### config.mk
export PLATFORM = sky130hd
export DESIGN_NAME = clipped_shape_span_generator_core
export DESIGN_NICKNAME = d
export VERILOG_FILES = /design/src/cssg_pkg.sv /design/src/clipped_shape_span_generator_core.sv /design/src/cssg_prep.sv /design/src/cssg_sqrt.sv /design/src/cssg_clip.sv
export VERILOG_INCLUDE_DIRS = /design/src /design/src/src
export SDC_FILE = /design/constraint.sdc
export NUM_CORES = 1
export LEC_CHECK = 0
export BUFFER_PORTS_ARGS = -buffer_cell sky130_fd_sc_hd__buf_2
export CAP_MARGIN = 25
export CORE_MARGIN = 4
export CORE_UTILIZATION = 33
export CTS_CLUSTER_SIZE = 40
export DETAILED_ROUTE_END_ITERATION = 8
export SYNTH_ARGS = -nofsm -noshare
export SYNTH_HDL_FRONTEND = slang
export SYNTH_SLANG_ARGS = --single-unit
### constraint.sdc
create_clock -name clock -period 10.1 [get_ports clock]
set_input_delay 1.515 -clock clock [delete_from_list [all_inputs] [get_ports clock]]
set_output_delay 1.515 -clock clock [all_outputs]
set_load 0.01 [all_outputs]
### src/assert_macros.svh
// Assertion macros used by the span generator RTL.
`ifndef ASSERT_MACROS_SVH
`define ASSERT_MACROS_SVH

// Check an implication in the same cycle, off during reset.
`define CSSG_ASSERT_IMPLY(label, clk, rst, pre, post) \
   label: assert property (@(posedge clk) disable iff (rst) (pre) |-> (post)) \
      else $error("span generator check failed");

// Check a consequence in the next cycle, active during reset too.
`define CSSG_ASSERT_NEXT(label, clk, pre, post) \
   label: assert property (@(posedge clk) (pre) |=> (post)) \
      else $error("span generator check failed");

`endif

### src/cssg_pkg.sv
// Shared types, constants and the square root step of the span generator.
package cssg_pkg;

   localparam int SCREEN_WIDTH_DEF  = 480;
   localparam int SCREEN_HEIGHT_DEF = 320;

   localparam int PITCH_W = 13;
   localparam logic [PITCH_W-1:0] PITCH_RESET = 13'd480;

   localparam int CSR_ADDR_W  = 3;
   localparam int CSR_DATA_W  = 32;
   localparam int CSR_IDX_LSB = 2;
   localparam logic [CSR_ADDR_W-CSR_IDX_LSB-1:0] CSR_PITCH_IDX = 1'b0;

   localparam logic SHAPE_RECT   = 1'b0;
   localparam logic SHAPE_CIRCLE = 1'b1;

   localparam int SQ_W            = 21;
   localparam int SQRT_STEPS      = 10;
   localparam int STEPS_PER_STAGE = 2;
   localparam int SQRT_STAGES     = SQRT_STEPS / STEPS_PER_STAGE;

   typedef struct packed {
      logic               hit;
      logic               kind;
      logic signed [15:0] ax;
      logic [11:0]        w;
      logic [11:0]        row;
      logic [31:0]        color;
   } side_type;

   typedef struct packed {
      logic [SQ_W-1:0] rem;
      logic [SQ_W-1:0] res;
   } root_type;

   // One digit of the restoring square root, trial bit 4**k.
   function automatic root_type sqrt_step(root_type cur, int unsigned k);
      logic [SQ_W-1:0] bitv;
      logic [SQ_W-1:0] trial;
      root_type        nxt;
      bitv  = SQ_W'(1) << (2 * k);
      trial = cur.res + bitv;
      if (cur.rem >= trial) begin
         nxt.rem = cur.rem - trial;
         nxt.res = (cur.res >> 1) + bitv;
      end else begin
         nxt.rem = cur.rem;
         nxt.res = cur.res >> 1;
      end
      return nxt;
   endfunction

endpackage

### src/clipped_shape_span_generator_core.sv
// Top level of the clipped rectangle and circle scanline span generator.
// Stages from an accepted req beat to rsp_valid: 1 decode, 5 root, 2 clip.
// Throughput: one beat per cycle while rsp_ready is high; the square root is fully pipelined, two digits a stage.
// Reset: synchronous, empties every stage and sets pitch_ff to 480.
// Stages advance independently, so bubbles close up while rsp is stalled.
`include "assert_macros.svh"

module clipped_shape_span_generator_core #(
   parameter int SCREEN_WIDTH  = cssg_pkg::SCREEN_WIDTH_DEF,
   parameter int SCREEN_HEIGHT = cssg_pkg::SCREEN_HEIGHT_DEF
) (
   input  logic                             clock,
   input  logic                             reset,
   input  logic                             req_valid,
   output logic                             req_ready,
   input  logic                             req_type,
   input  logic signed [15:0]               req_anchor_x,
   input  logic signed [15:0]               req_anchor_y,
   input  logic [11:0]                      req_rect_width,
   input  logic [11:0]                      req_rect_height,
   input  logic [9:0]                       req_radius,
   input  logic [11:0]                      req_row_index,
   input  logic [31:0]                      req_fill_color,
   output logic                             rsp_valid,
   input  logic                             rsp_ready,
   output logic                             rsp_span_valid,
   output logic [20:0]                      rsp_span_offset,
   output logic [11:0]                      rsp_span_length,
   output logic [31:0]                      rsp_span_color,
   input  logic                             psel,
   input  logic                             penable,
   input  logic                             pwrite,
   input  logic [cssg_pkg::CSR_ADDR_W-1:0]  paddr,
   input  logic [cssg_pkg::CSR_DATA_W-1:0]  pwdata,
   output logic [cssg_pkg::CSR_DATA_W-1:0]  prdata,
   output logic                             pready
);

   logic [cssg_pkg::PITCH_W-1:0]  pitch_ff;
   logic [cssg_pkg::PITCH_W-1:0]  pitch_in;
   logic                          csr_hit;

   logic                p_valid;
   logic                p_ready;
   cssg_pkg::side_type  p_side;
   cssg_pkg::root_type  p_root;
   logic                s_valid;
   logic                s_ready;
   cssg_pkg::side_type  s_side;
   cssg_pkg::root_type  s_root;

   assign csr_hit = (paddr[cssg_pkg::CSR_ADDR_W-1:cssg_pkg::CSR_IDX_LSB]
                     == cssg_pkg::CSR_PITCH_IDX);
   assign pready  = 1'b1;
   assign prdata  = csr_hit ? cssg_pkg::CSR_DATA_W'(pitch_ff) : '0;

   always_comb begin
      pitch_in = pitch_ff;
      if (psel && penable && pwrite && pready && csr_hit) begin
         pitch_in = pwdata[cssg_pkg::PITCH_W-1:0];
      end
   end

   always_ff @(posedge clock) begin
      if (reset) begin
         pitch_ff <= cssg_pkg::PITCH_RESET;
      end else begin
         pitch_ff <= pitch_in;
      end
   end

   cssg_prep #(
      .SCREEN_HEIGHT(SCREEN_HEIGHT)
   ) u_prep (
      .clock       (clock),
      .reset       (reset),
      .in_valid    (req_valid),
      .in_ready    (req_ready),
      .req_type    (req_type),
      .anchor_x    (req_anchor_x),
      .anchor_y    (req_anchor_y),
      .rect_width  (req_rect_width),
      .rect_height (req_rect_height),
      .radius      (req_radius),
      .row_index   (req_row_index),
      .fill_color  (req_fill_color),
      .out_valid   (p_valid),
      .out_ready   (p_ready),
      .out_side    (p_side),
      .out_root    (p_root)
   );

   cssg_sqrt u_sqrt (
      .clock     (clock),
      .reset     (reset),
      .in_valid  (p_valid),
      .in_ready  (p_ready),
      .in_root   (p_root),
      .in_side   (p_side),
      .out_valid (s_valid),
      .out_ready (s_ready),
      .out_root  (s_root),
      .out_side  (s_side)
   );

   cssg_clip #(
      .SCREEN_WIDTH(SCREEN_WIDTH)
   ) u_clip (
      .clock       (clock),
      .reset       (reset),
      .in_valid    (s_valid),
      .in_ready    (s_ready),
      .in_root     (s_root),
      .in_side     (s_side),
      .pitch       (pitch_ff),
      .out_valid   (rsp_valid),
      .out_ready   (rsp_ready),
      .span_valid  (rsp_span_valid),
      .span_offset (rsp_span_offset),
      .span_length (rsp_span_length),
      .span_color  (rsp_span_color)
   );

   `CSSG_ASSERT_IMPLY(a_miss_zero, clock, reset, rsp_valid && !rsp_span_valid, rsp_span_offset == '0 && rsp_span_length == '0 && rsp_span_color == '0)
   `CSSG_ASSERT_IMPLY(a_len_on_screen, clock, reset, rsp_valid && rsp_span_valid, 13'(rsp_span_length) <= 13'(SCREEN_WIDTH))
   `CSSG_ASSERT_NEXT(a_reset_empty, clock, reset, !rsp_valid)

endmodule

### src/cssg_prep.sv
// Front stage: shape decode, row test and chord radicand i*(2r-i).
module cssg_prep #(
   parameter int SCREEN_HEIGHT = cssg_pkg::SCREEN_HEIGHT_DEF
) (
   input  logic                clock,
   input  logic                reset,
   input  logic                in_valid,
   output logic                in_ready,
   input  logic                req_type,
   input  logic signed [15:0]  anchor_x,
   input  logic signed [15:0]  anchor_y,
   input  logic [11:0]         rect_width,
   input  logic [11:0]         rect_height,
   input  logic [9:0]          radius,
   input  logic [11:0]         row_index,
   input  logic [31:0]         fill_color,
   output logic                out_valid,
   input  logic                out_ready,
   output cssg_pkg::side_type  out_side,
   output cssg_pkg::root_type  out_root
);

   localparam logic signed [18:0] ROW_LIMIT = 19'(SCREEN_HEIGHT);

   logic                 v_ff;
   cssg_pkg::side_type   side_ff;
   cssg_pkg::side_type   side_in;
   cssg_pkg::root_type   root_ff;
   cssg_pkg::root_type   root_in;

   logic [10:0]          two_r;
   logic                 is_circle;
   logic                 in_rect;
   logic                 in_circ;
   logic                 in_shape;
   logic signed [18:0]   ay_x;
   logic signed [18:0]   i_x;
   logic signed [18:0]   r_x;
   logic signed [18:0]   row_x;
   logic [10:0]          chord_a;
   logic [10:0]          chord_b;
   logic [21:0]          prod;

   always_comb begin
      two_r     = {radius, 1'b0};
      is_circle = (req_type == cssg_pkg::SHAPE_CIRCLE);
      in_rect   = row_index < rect_height;
      in_circ   = row_index < 12'(two_r);
      in_shape  = is_circle ? in_circ : in_rect;
      ay_x      = 19'(anchor_y);
      i_x       = signed'(19'(row_index));
      r_x       = signed'(19'(radius));
      row_x     = is_circle ? (ay_x - r_x + i_x) : (ay_x + i_x);
      chord_a   = row_index[10:0];
      chord_b   = two_r - row_index[10:0];
      prod      = 22'(chord_a) * 22'(chord_b);

      side_in.hit   = in_shape && !row_x[18] && (row_x < ROW_LIMIT);
      side_in.kind  = req_type;
      side_in.ax    = anchor_x;
      side_in.w     = rect_width;
      side_in.row   = row_x[11:0];
      side_in.color = fill_color;

      root_in.rem = (is_circle && in_circ) ? cssg_pkg::SQ_W'(prod) : '0;
      root_in.res = '0;
   end

   assign in_ready  = !v_ff || out_ready;
   assign out_valid = v_ff;
   assign out_side  = side_ff;
   assign out_root  = root_ff;

   always_ff @(posedge clock) begin
      if (reset) begin
         v_ff <= 1'b0;
      end else if (in_ready) begin
         v_ff <= in_valid;
      end
   end

   always_ff @(posedge clock) begin
      if (in_ready && in_valid) begin
         side_ff <= side_in;
         root_ff <= root_in;
      end
   end

endmodule

### src/cssg_sqrt.sv
// Pipelined integer square root, two digits per stage, sideband carried along.
module cssg_sqrt (
   input  logic                clock,
   input  logic                reset,
   input  logic                in_valid,
   output logic                in_ready,
   input  cssg_pkg::root_type  in_root,
   input  cssg_pkg::side_type  in_side,
   output logic                out_valid,
   input  logic                out_ready,
   output cssg_pkg::root_type  out_root,
   output cssg_pkg::side_type  out_side
);

   localparam int NS  = cssg_pkg::SQRT_STAGES;
   localparam int SPS = cssg_pkg::STEPS_PER_STAGE;

   logic                v_ff    [NS];
   cssg_pkg::root_type  root_ff [NS];
   cssg_pkg::side_type  side_ff [NS];
   cssg_pkg::root_type  root_in [NS];
   logic [NS:0]         rdy;

   assign rdy[NS] = out_ready;

   for (genvar j = 0; j < NS; j++) begin : g_stage
      logic               v_src;
      cssg_pkg::root_type root_src;
      cssg_pkg::side_type side_src;

      if (j == 0) begin : g_head
         assign v_src    = in_valid;
         assign root_src = in_root;
         assign side_src = in_side;
      end else begin : g_body
         assign v_src    = v_ff[j-1];
         assign root_src = root_ff[j-1];
         assign side_src = side_ff[j-1];
      end

      always_comb begin
         cssg_pkg::root_type acc;
         acc = root_src;
         for (int t = 0; t < SPS; t++) begin
            acc = cssg_pkg::sqrt_step(acc, cssg_pkg::SQRT_STEPS - 1 - (j * SPS + t));
         end
         root_in[j] = acc;
      end

      assign rdy[j] = !v_ff[j] || rdy[j+1];

      always_ff @(posedge clock) begin
         if (reset) begin
            v_ff[j] <= 1'b0;
         end else if (rdy[j]) begin
            v_ff[j] <= v_src;
         end
      end

      always_ff @(posedge clock) begin
         if (rdy[j] && v_src) begin
            root_ff[j] <= root_in[j];
            side_ff[j] <= side_src;
         end
      end
   end

   assign in_ready  = rdy[0];
   assign out_valid = v_ff[NS-1];
   assign out_root  = root_ff[NS-1];
   assign out_side  = side_ff[NS-1];

endmodule

### src/cssg_clip.sv
// Back stages: horizontal clip, then word offset and the result register.
module cssg_clip #(
   parameter int SCREEN_WIDTH = cssg_pkg::SCREEN_WIDTH_DEF
) (
   input  logic                          clock,
   input  logic                          reset,
   input  logic                          in_valid,
   output logic                          in_ready,
   input  cssg_pkg::root_type            in_root,
   input  cssg_pkg::side_type            in_side,
   input  logic [cssg_pkg::PITCH_W-1:0]  pitch,
   output logic                          out_valid,
   input  logic                          out_ready,
   output logic                          span_valid,
   output logic [20:0]                   span_offset,
   output logic [11:0]                   span_length,
   output logic [31:0]                   span_color
);

   localparam logic signed [18:0] COL_LIMIT = 19'(SCREEN_WIDTH);

   typedef struct packed {
      logic        hit;
      logic [14:0] start;
      logic [11:0] len;
      logic [11:0] row;
      logic [31:0] color;
   } clip_type;

   typedef struct packed {
      logic        hit;
      logic [20:0] offset;
      logic [11:0] len;
      logic [31:0] color;
   } span_type;

   logic      va_ff;
   clip_type  clip_ff;
   clip_type  clip_in;
   logic      vb_ff;
   span_type  span_ff;
   span_type  span_in;
   logic      rdy_a;
   logic      rdy_b;

   logic signed [18:0] s_x;
   logic signed [18:0] ax_x;
   logic signed [18:0] start0;
   logic signed [18:0] len0;
   logic signed [18:0] start1;
   logic signed [18:0] len1;
   logic signed [18:0] len2;
   logic signed [18:0] len3;
   logic [24:0]        prod;
   logic [24:0]        sum;

   always_comb begin
      s_x  = signed'(19'(in_root.res[9:0]));
      ax_x = 19'(in_side.ax);
      if (in_side.kind == cssg_pkg::SHAPE_CIRCLE) begin
         start0 = ax_x - s_x;
         len0   = s_x + s_x;
      end else begin
         start0 = ax_x;
         len0   = signed'(19'(in_side.w));
      end
      if (start0[18]) begin
         len1   = len0 + start0;
         start1 = '0;
      end else begin
         len1   = len0;
         start1 = start0;
      end
      len2 = (start1 + len1 >= COL_LIMIT) ? (COL_LIMIT - start1) : len1;
      len3 = len2[18] ? '0 : len2;

      clip_in.hit   = in_side.hit;
      clip_in.start = start1[14:0];
      clip_in.len   = len3[11:0];
      clip_in.row   = in_side.row;
      clip_in.color = in_side.color;
   end

   always_comb begin
      prod = 25'(clip_ff.row) * 25'(pitch);
      sum  = prod + 25'(clip_ff.start);
      span_in.hit    = clip_ff.hit;
      span_in.offset = clip_ff.hit ? sum[20:0] : '0;
      span_in.len    = clip_ff.hit ? clip_ff.len : '0;
      span_in.color  = clip_ff.hit ? clip_ff.color : '0;
   end

   assign rdy_b    = !vb_ff || out_ready;
   assign rdy_a    = !va_ff || rdy_b;
   assign in_ready = rdy_a;

   always_ff @(posedge clock) begin
      if (reset) begin
         va_ff <= 1'b0;
         vb_ff <= 1'b0;
      end else begin
         if (rdy_a) begin
            va_ff <= in_valid;
         end
         if (rdy_b) begin
            vb_ff <= va_ff;
         end
      end
   end

   always_ff @(posedge clock) begin
      if (rdy_a && in_valid) begin
         clip_ff <= clip_in;
      end
      if (rdy_b && va_ff) begin
         span_ff <= span_in;
      end
   end

   assign out_valid   = vb_ff;
   assign span_valid  = span_ff.hit;
   assign span_offset = span_ff.offset;
   assign span_length = span_ff.len;
   assign span_color  = span_ff.color;

endmodule

==> impl_results.md <==
- Clock tree buffer depth: 3
- Largest net degree at the start of global routing: 73
- WP buf/inv: 6
- Maximum vdd drop: 199.9 uV
- Final Power: 9.286 mW
- Dpl hpwl: 63,800 um
- # placed instances: 5,081
- Antenna viol nets, final: 0
- Share of cells above drive strength 1: 0.1158
- Core area: 123,600 um^2
- Min cycle time layout: 8.376 ns
- Ys flop type: edfxtp_1
- Final period util: 0.8293
- Post-CTS setup buffer count: 0
- Routed len/inst: 16.25 um
- # diodes: 0
- Port-buffer cells: 212
- DRC: 0
- Clk slew on worst S/H paths: 0.06 ns
- Syn Std Cell Area: 41,100 um^2
- Clock Skews: 0.02950 ns
- Area Overhead vs Synth: 13.03%
- Vias per cell: 4.639
- Worst Path Class, Setup: in2reg
- Crit path required time: 10.44 ns
- First-pass GRT wire length: 135,600 um
- Largest cells by area after synthesis: edfxtp_1 53%, fa_1 10%, ha_1 8.4%
- P_leak: 18.62 nW
- RSZ-0062 raised after global routing: false
- 1st-iter DRT viols: 1,233
- Measured slew at the worst slew-check pin: 1.186 ns
- FFs w/ async S/R, synth: 0
- Clk_lat worst skew: 0.63 ns
- Final hold vios: 0
- Commonest non-fill, non-tap cell in the layout: edfxtp_1
- Post-Synthesis Cells: 3,307
- Clk root buf: clkbuf_16
- Warnings, synthesis: 0
- Post-synth cell types: 96
- F_max: 119.4 MHz
- Routed vias: 24,220
- Data arrival time of the critical path: 8.72 ns
- Commonest non-fill, non-tap cells in the layout: 722 x edfxtp_1, 388 x inv_1, 314 x nand2_1
- Total grt overflow: 0
- Place WS: 1.035 ns
- Slew headroom: 0.2007
- Vias in the first global route: 24,527
- Post-placement cell area: 43,950 um^2
- Register area share after synthesis: 0.5353
- Setup crit start kind: input port
- Sequential cell area: 22,000 um^2
- Syn Area/Cell: 12.43 um^2
- Crit-path leading delay family: adder cells
- I/O pins: 254
- Power Density: 199.9 nW/um^2
- Yosys top cell by area: edfxtp_1
- Final nets: 4,156
- Filler instances: 11,979
- Number of flops mapped to enable cells by yosys: 722
- Hold_buf cts: 0
- Max stage delay on crit path: 0.59 ns
- Setup TNS: 0 ns
- H-tree levels: 3
- Most used cell, CP: fa_1
- DIE HEIGHT: 360.9 um
- Initial antenna violation count: 11
- Top cell type's share of synthesized area: 0.5275
- FP Rows: 129
- Smallest hold slack: 0.3969 ns
- Hold WC Path Type: reg2reg
- Pre-Repair DR Iteration Count: 8
- Peak fanout along the critical path: 18
- Final WL: 84,850 um
- FF+latch count, synth: 738
- Post-cts resize count: 0
- Footprint of the multi-input gates: 17,240 um^2
- CTS sink count: 738
- CTS tree: built
- Max-Cap Viols: 0
- Final WS setup: 1.724 ns
- Final Max Tran Viols: 0
- Endpoints failing setup: 0
- Fin util: 0.3758
- Die Area: 130,300 um^2
- Number of CTS-inserted buffers: 77
- Starting Density: 0.3324
- Final Cell Area: 46,460 um^2
- Worst path slowest cell: fa_1
- Critical path capture point type: register
- Post-route insts no fill: 5,221
- Status: completed
- GPL Wtd Cong: 0.8227
- Die Wd: 360.9 um
- Global Route Usage Sum: 0.1303
-- metal layers --
metal,vias up,GRT usage,part of all wire
li1,11898,-,-
met1,11797,0.1741,0.45
met2,424,0.2239,0.49
met3,101,0.01708,0.043
met4,0,0.03436,0.017
met5,-,0,0
-- logic make-up after synthesis --
group / synth area share
flip-flops: 0.5353
multiplexers: 0.01056
AO/OA/AOI/OAI: 0.07266
other: 0.0001827
buffers and inverters: 0.04868
adder cells (fa/ha/maj): 0.1836
XOR/XNOR: 0.03461
AND/OR/NAND/NOR: 0.1145
-- state kept, by name, summed over array words and instances, names as in the netlist --
signal,flops
u_prep.out_valid,1
u_prep.out_root,21
u_clip.span_offset,21
u_prep.out_side,74
u_clip.clip_ff,72
u_clip.span_valid,1
u_sqrt.v_ff,5
u_sqrt.root_ff,114
u_clip.span_color,32
u_clip.va_ff,1
u_sqrt.side_ff,370
u_clip.out_valid,1
u_clip.span_length,12
pitch_ff,13
-- power by group --
| group | total, mW | internal (mW) | switching [mW] |
|---|---|---|---|
| Clock | 2.77 | 1.60 | 1.16 |
| Combinational | 2.94 | 1.31 | 1.63 |
| Sequential | 3.58 | 3.52 | 0.0591 |
| Total | 9.29 | 6.43 | 2.85 |
-- cell usage after synthesis (8+ instances only) --
| cell | n |
|---|---|
| edfxtp_1 | 722 |
| inv_1 | 388 |
| nand2_1 | 314 |
| ha_1 | 275 |
| fa_1 | 205 |
| and2_1 | 169 |
| nor2_1 | 156 |
| a21oi_1 | 131 |
| xnor2_1 | 100 |
| o21ai_0 | 94 |
| clkbuf_1 | 76 |
| xor2_1 | 58 |
| nor3_1 | 46 |
| a21o_1 | 44 |
| nor2b_1 | 39 |
| nand3_1 | 37 |
| o21a_1 | 34 |
| nand2b_1 | 29 |
| buf_4 | 22 |
| mux2i_1 | 22 |
| o31ai_1 | 20 |
| mux2_2 | 19 |
| nor4_1 | 18 |
| or3_1 | 18 |
| nand4_1 | 17 |
| dfxtp_1 | 16 |
| or2_2 | 16 |
| a211oi_1 | 15 |
| a21boi_0 | 12 |
| o21bai_1 | 12 |
| nand3b_1 | 11 |
| o211ai_1 | 11 |
| a31oi_1 | 10 |
| nor4b_1 | 10 |
| and3_1 | 8 |
-- path summary, 6_finish.rpt --
kind / startpoint / slack, ns / end / depth (start not counted)
min reg2reg: u_sqrt.side_ff[0][155] / 0.40 / u_sqrt.side_ff[0][229] / 0
max reg2reg: u_sqrt.side_ff[0][355] / 3.07 / u_clip.clip_ff[45] / 24
min: u_sqrt.side_ff[0][155] / 0.40 / u_sqrt.side_ff[0][229] / 0
max: req_row_index[0] / 1.72 / u_prep.out_root[41] / 29
-- cell type report --
cell class / count / share of cell area
clock buffers: 89 / 0.04336
well taps: 1637 / 0.04409
multi-input cells: 2086 / 0.3710
clock inverters: 51 / 0.01067
flip-flops and latches: 738 / 0.4736
repair buffers: 229 / 0.02559
inverters: 391 / 0.03170
(Power assumes the default switching activity.)
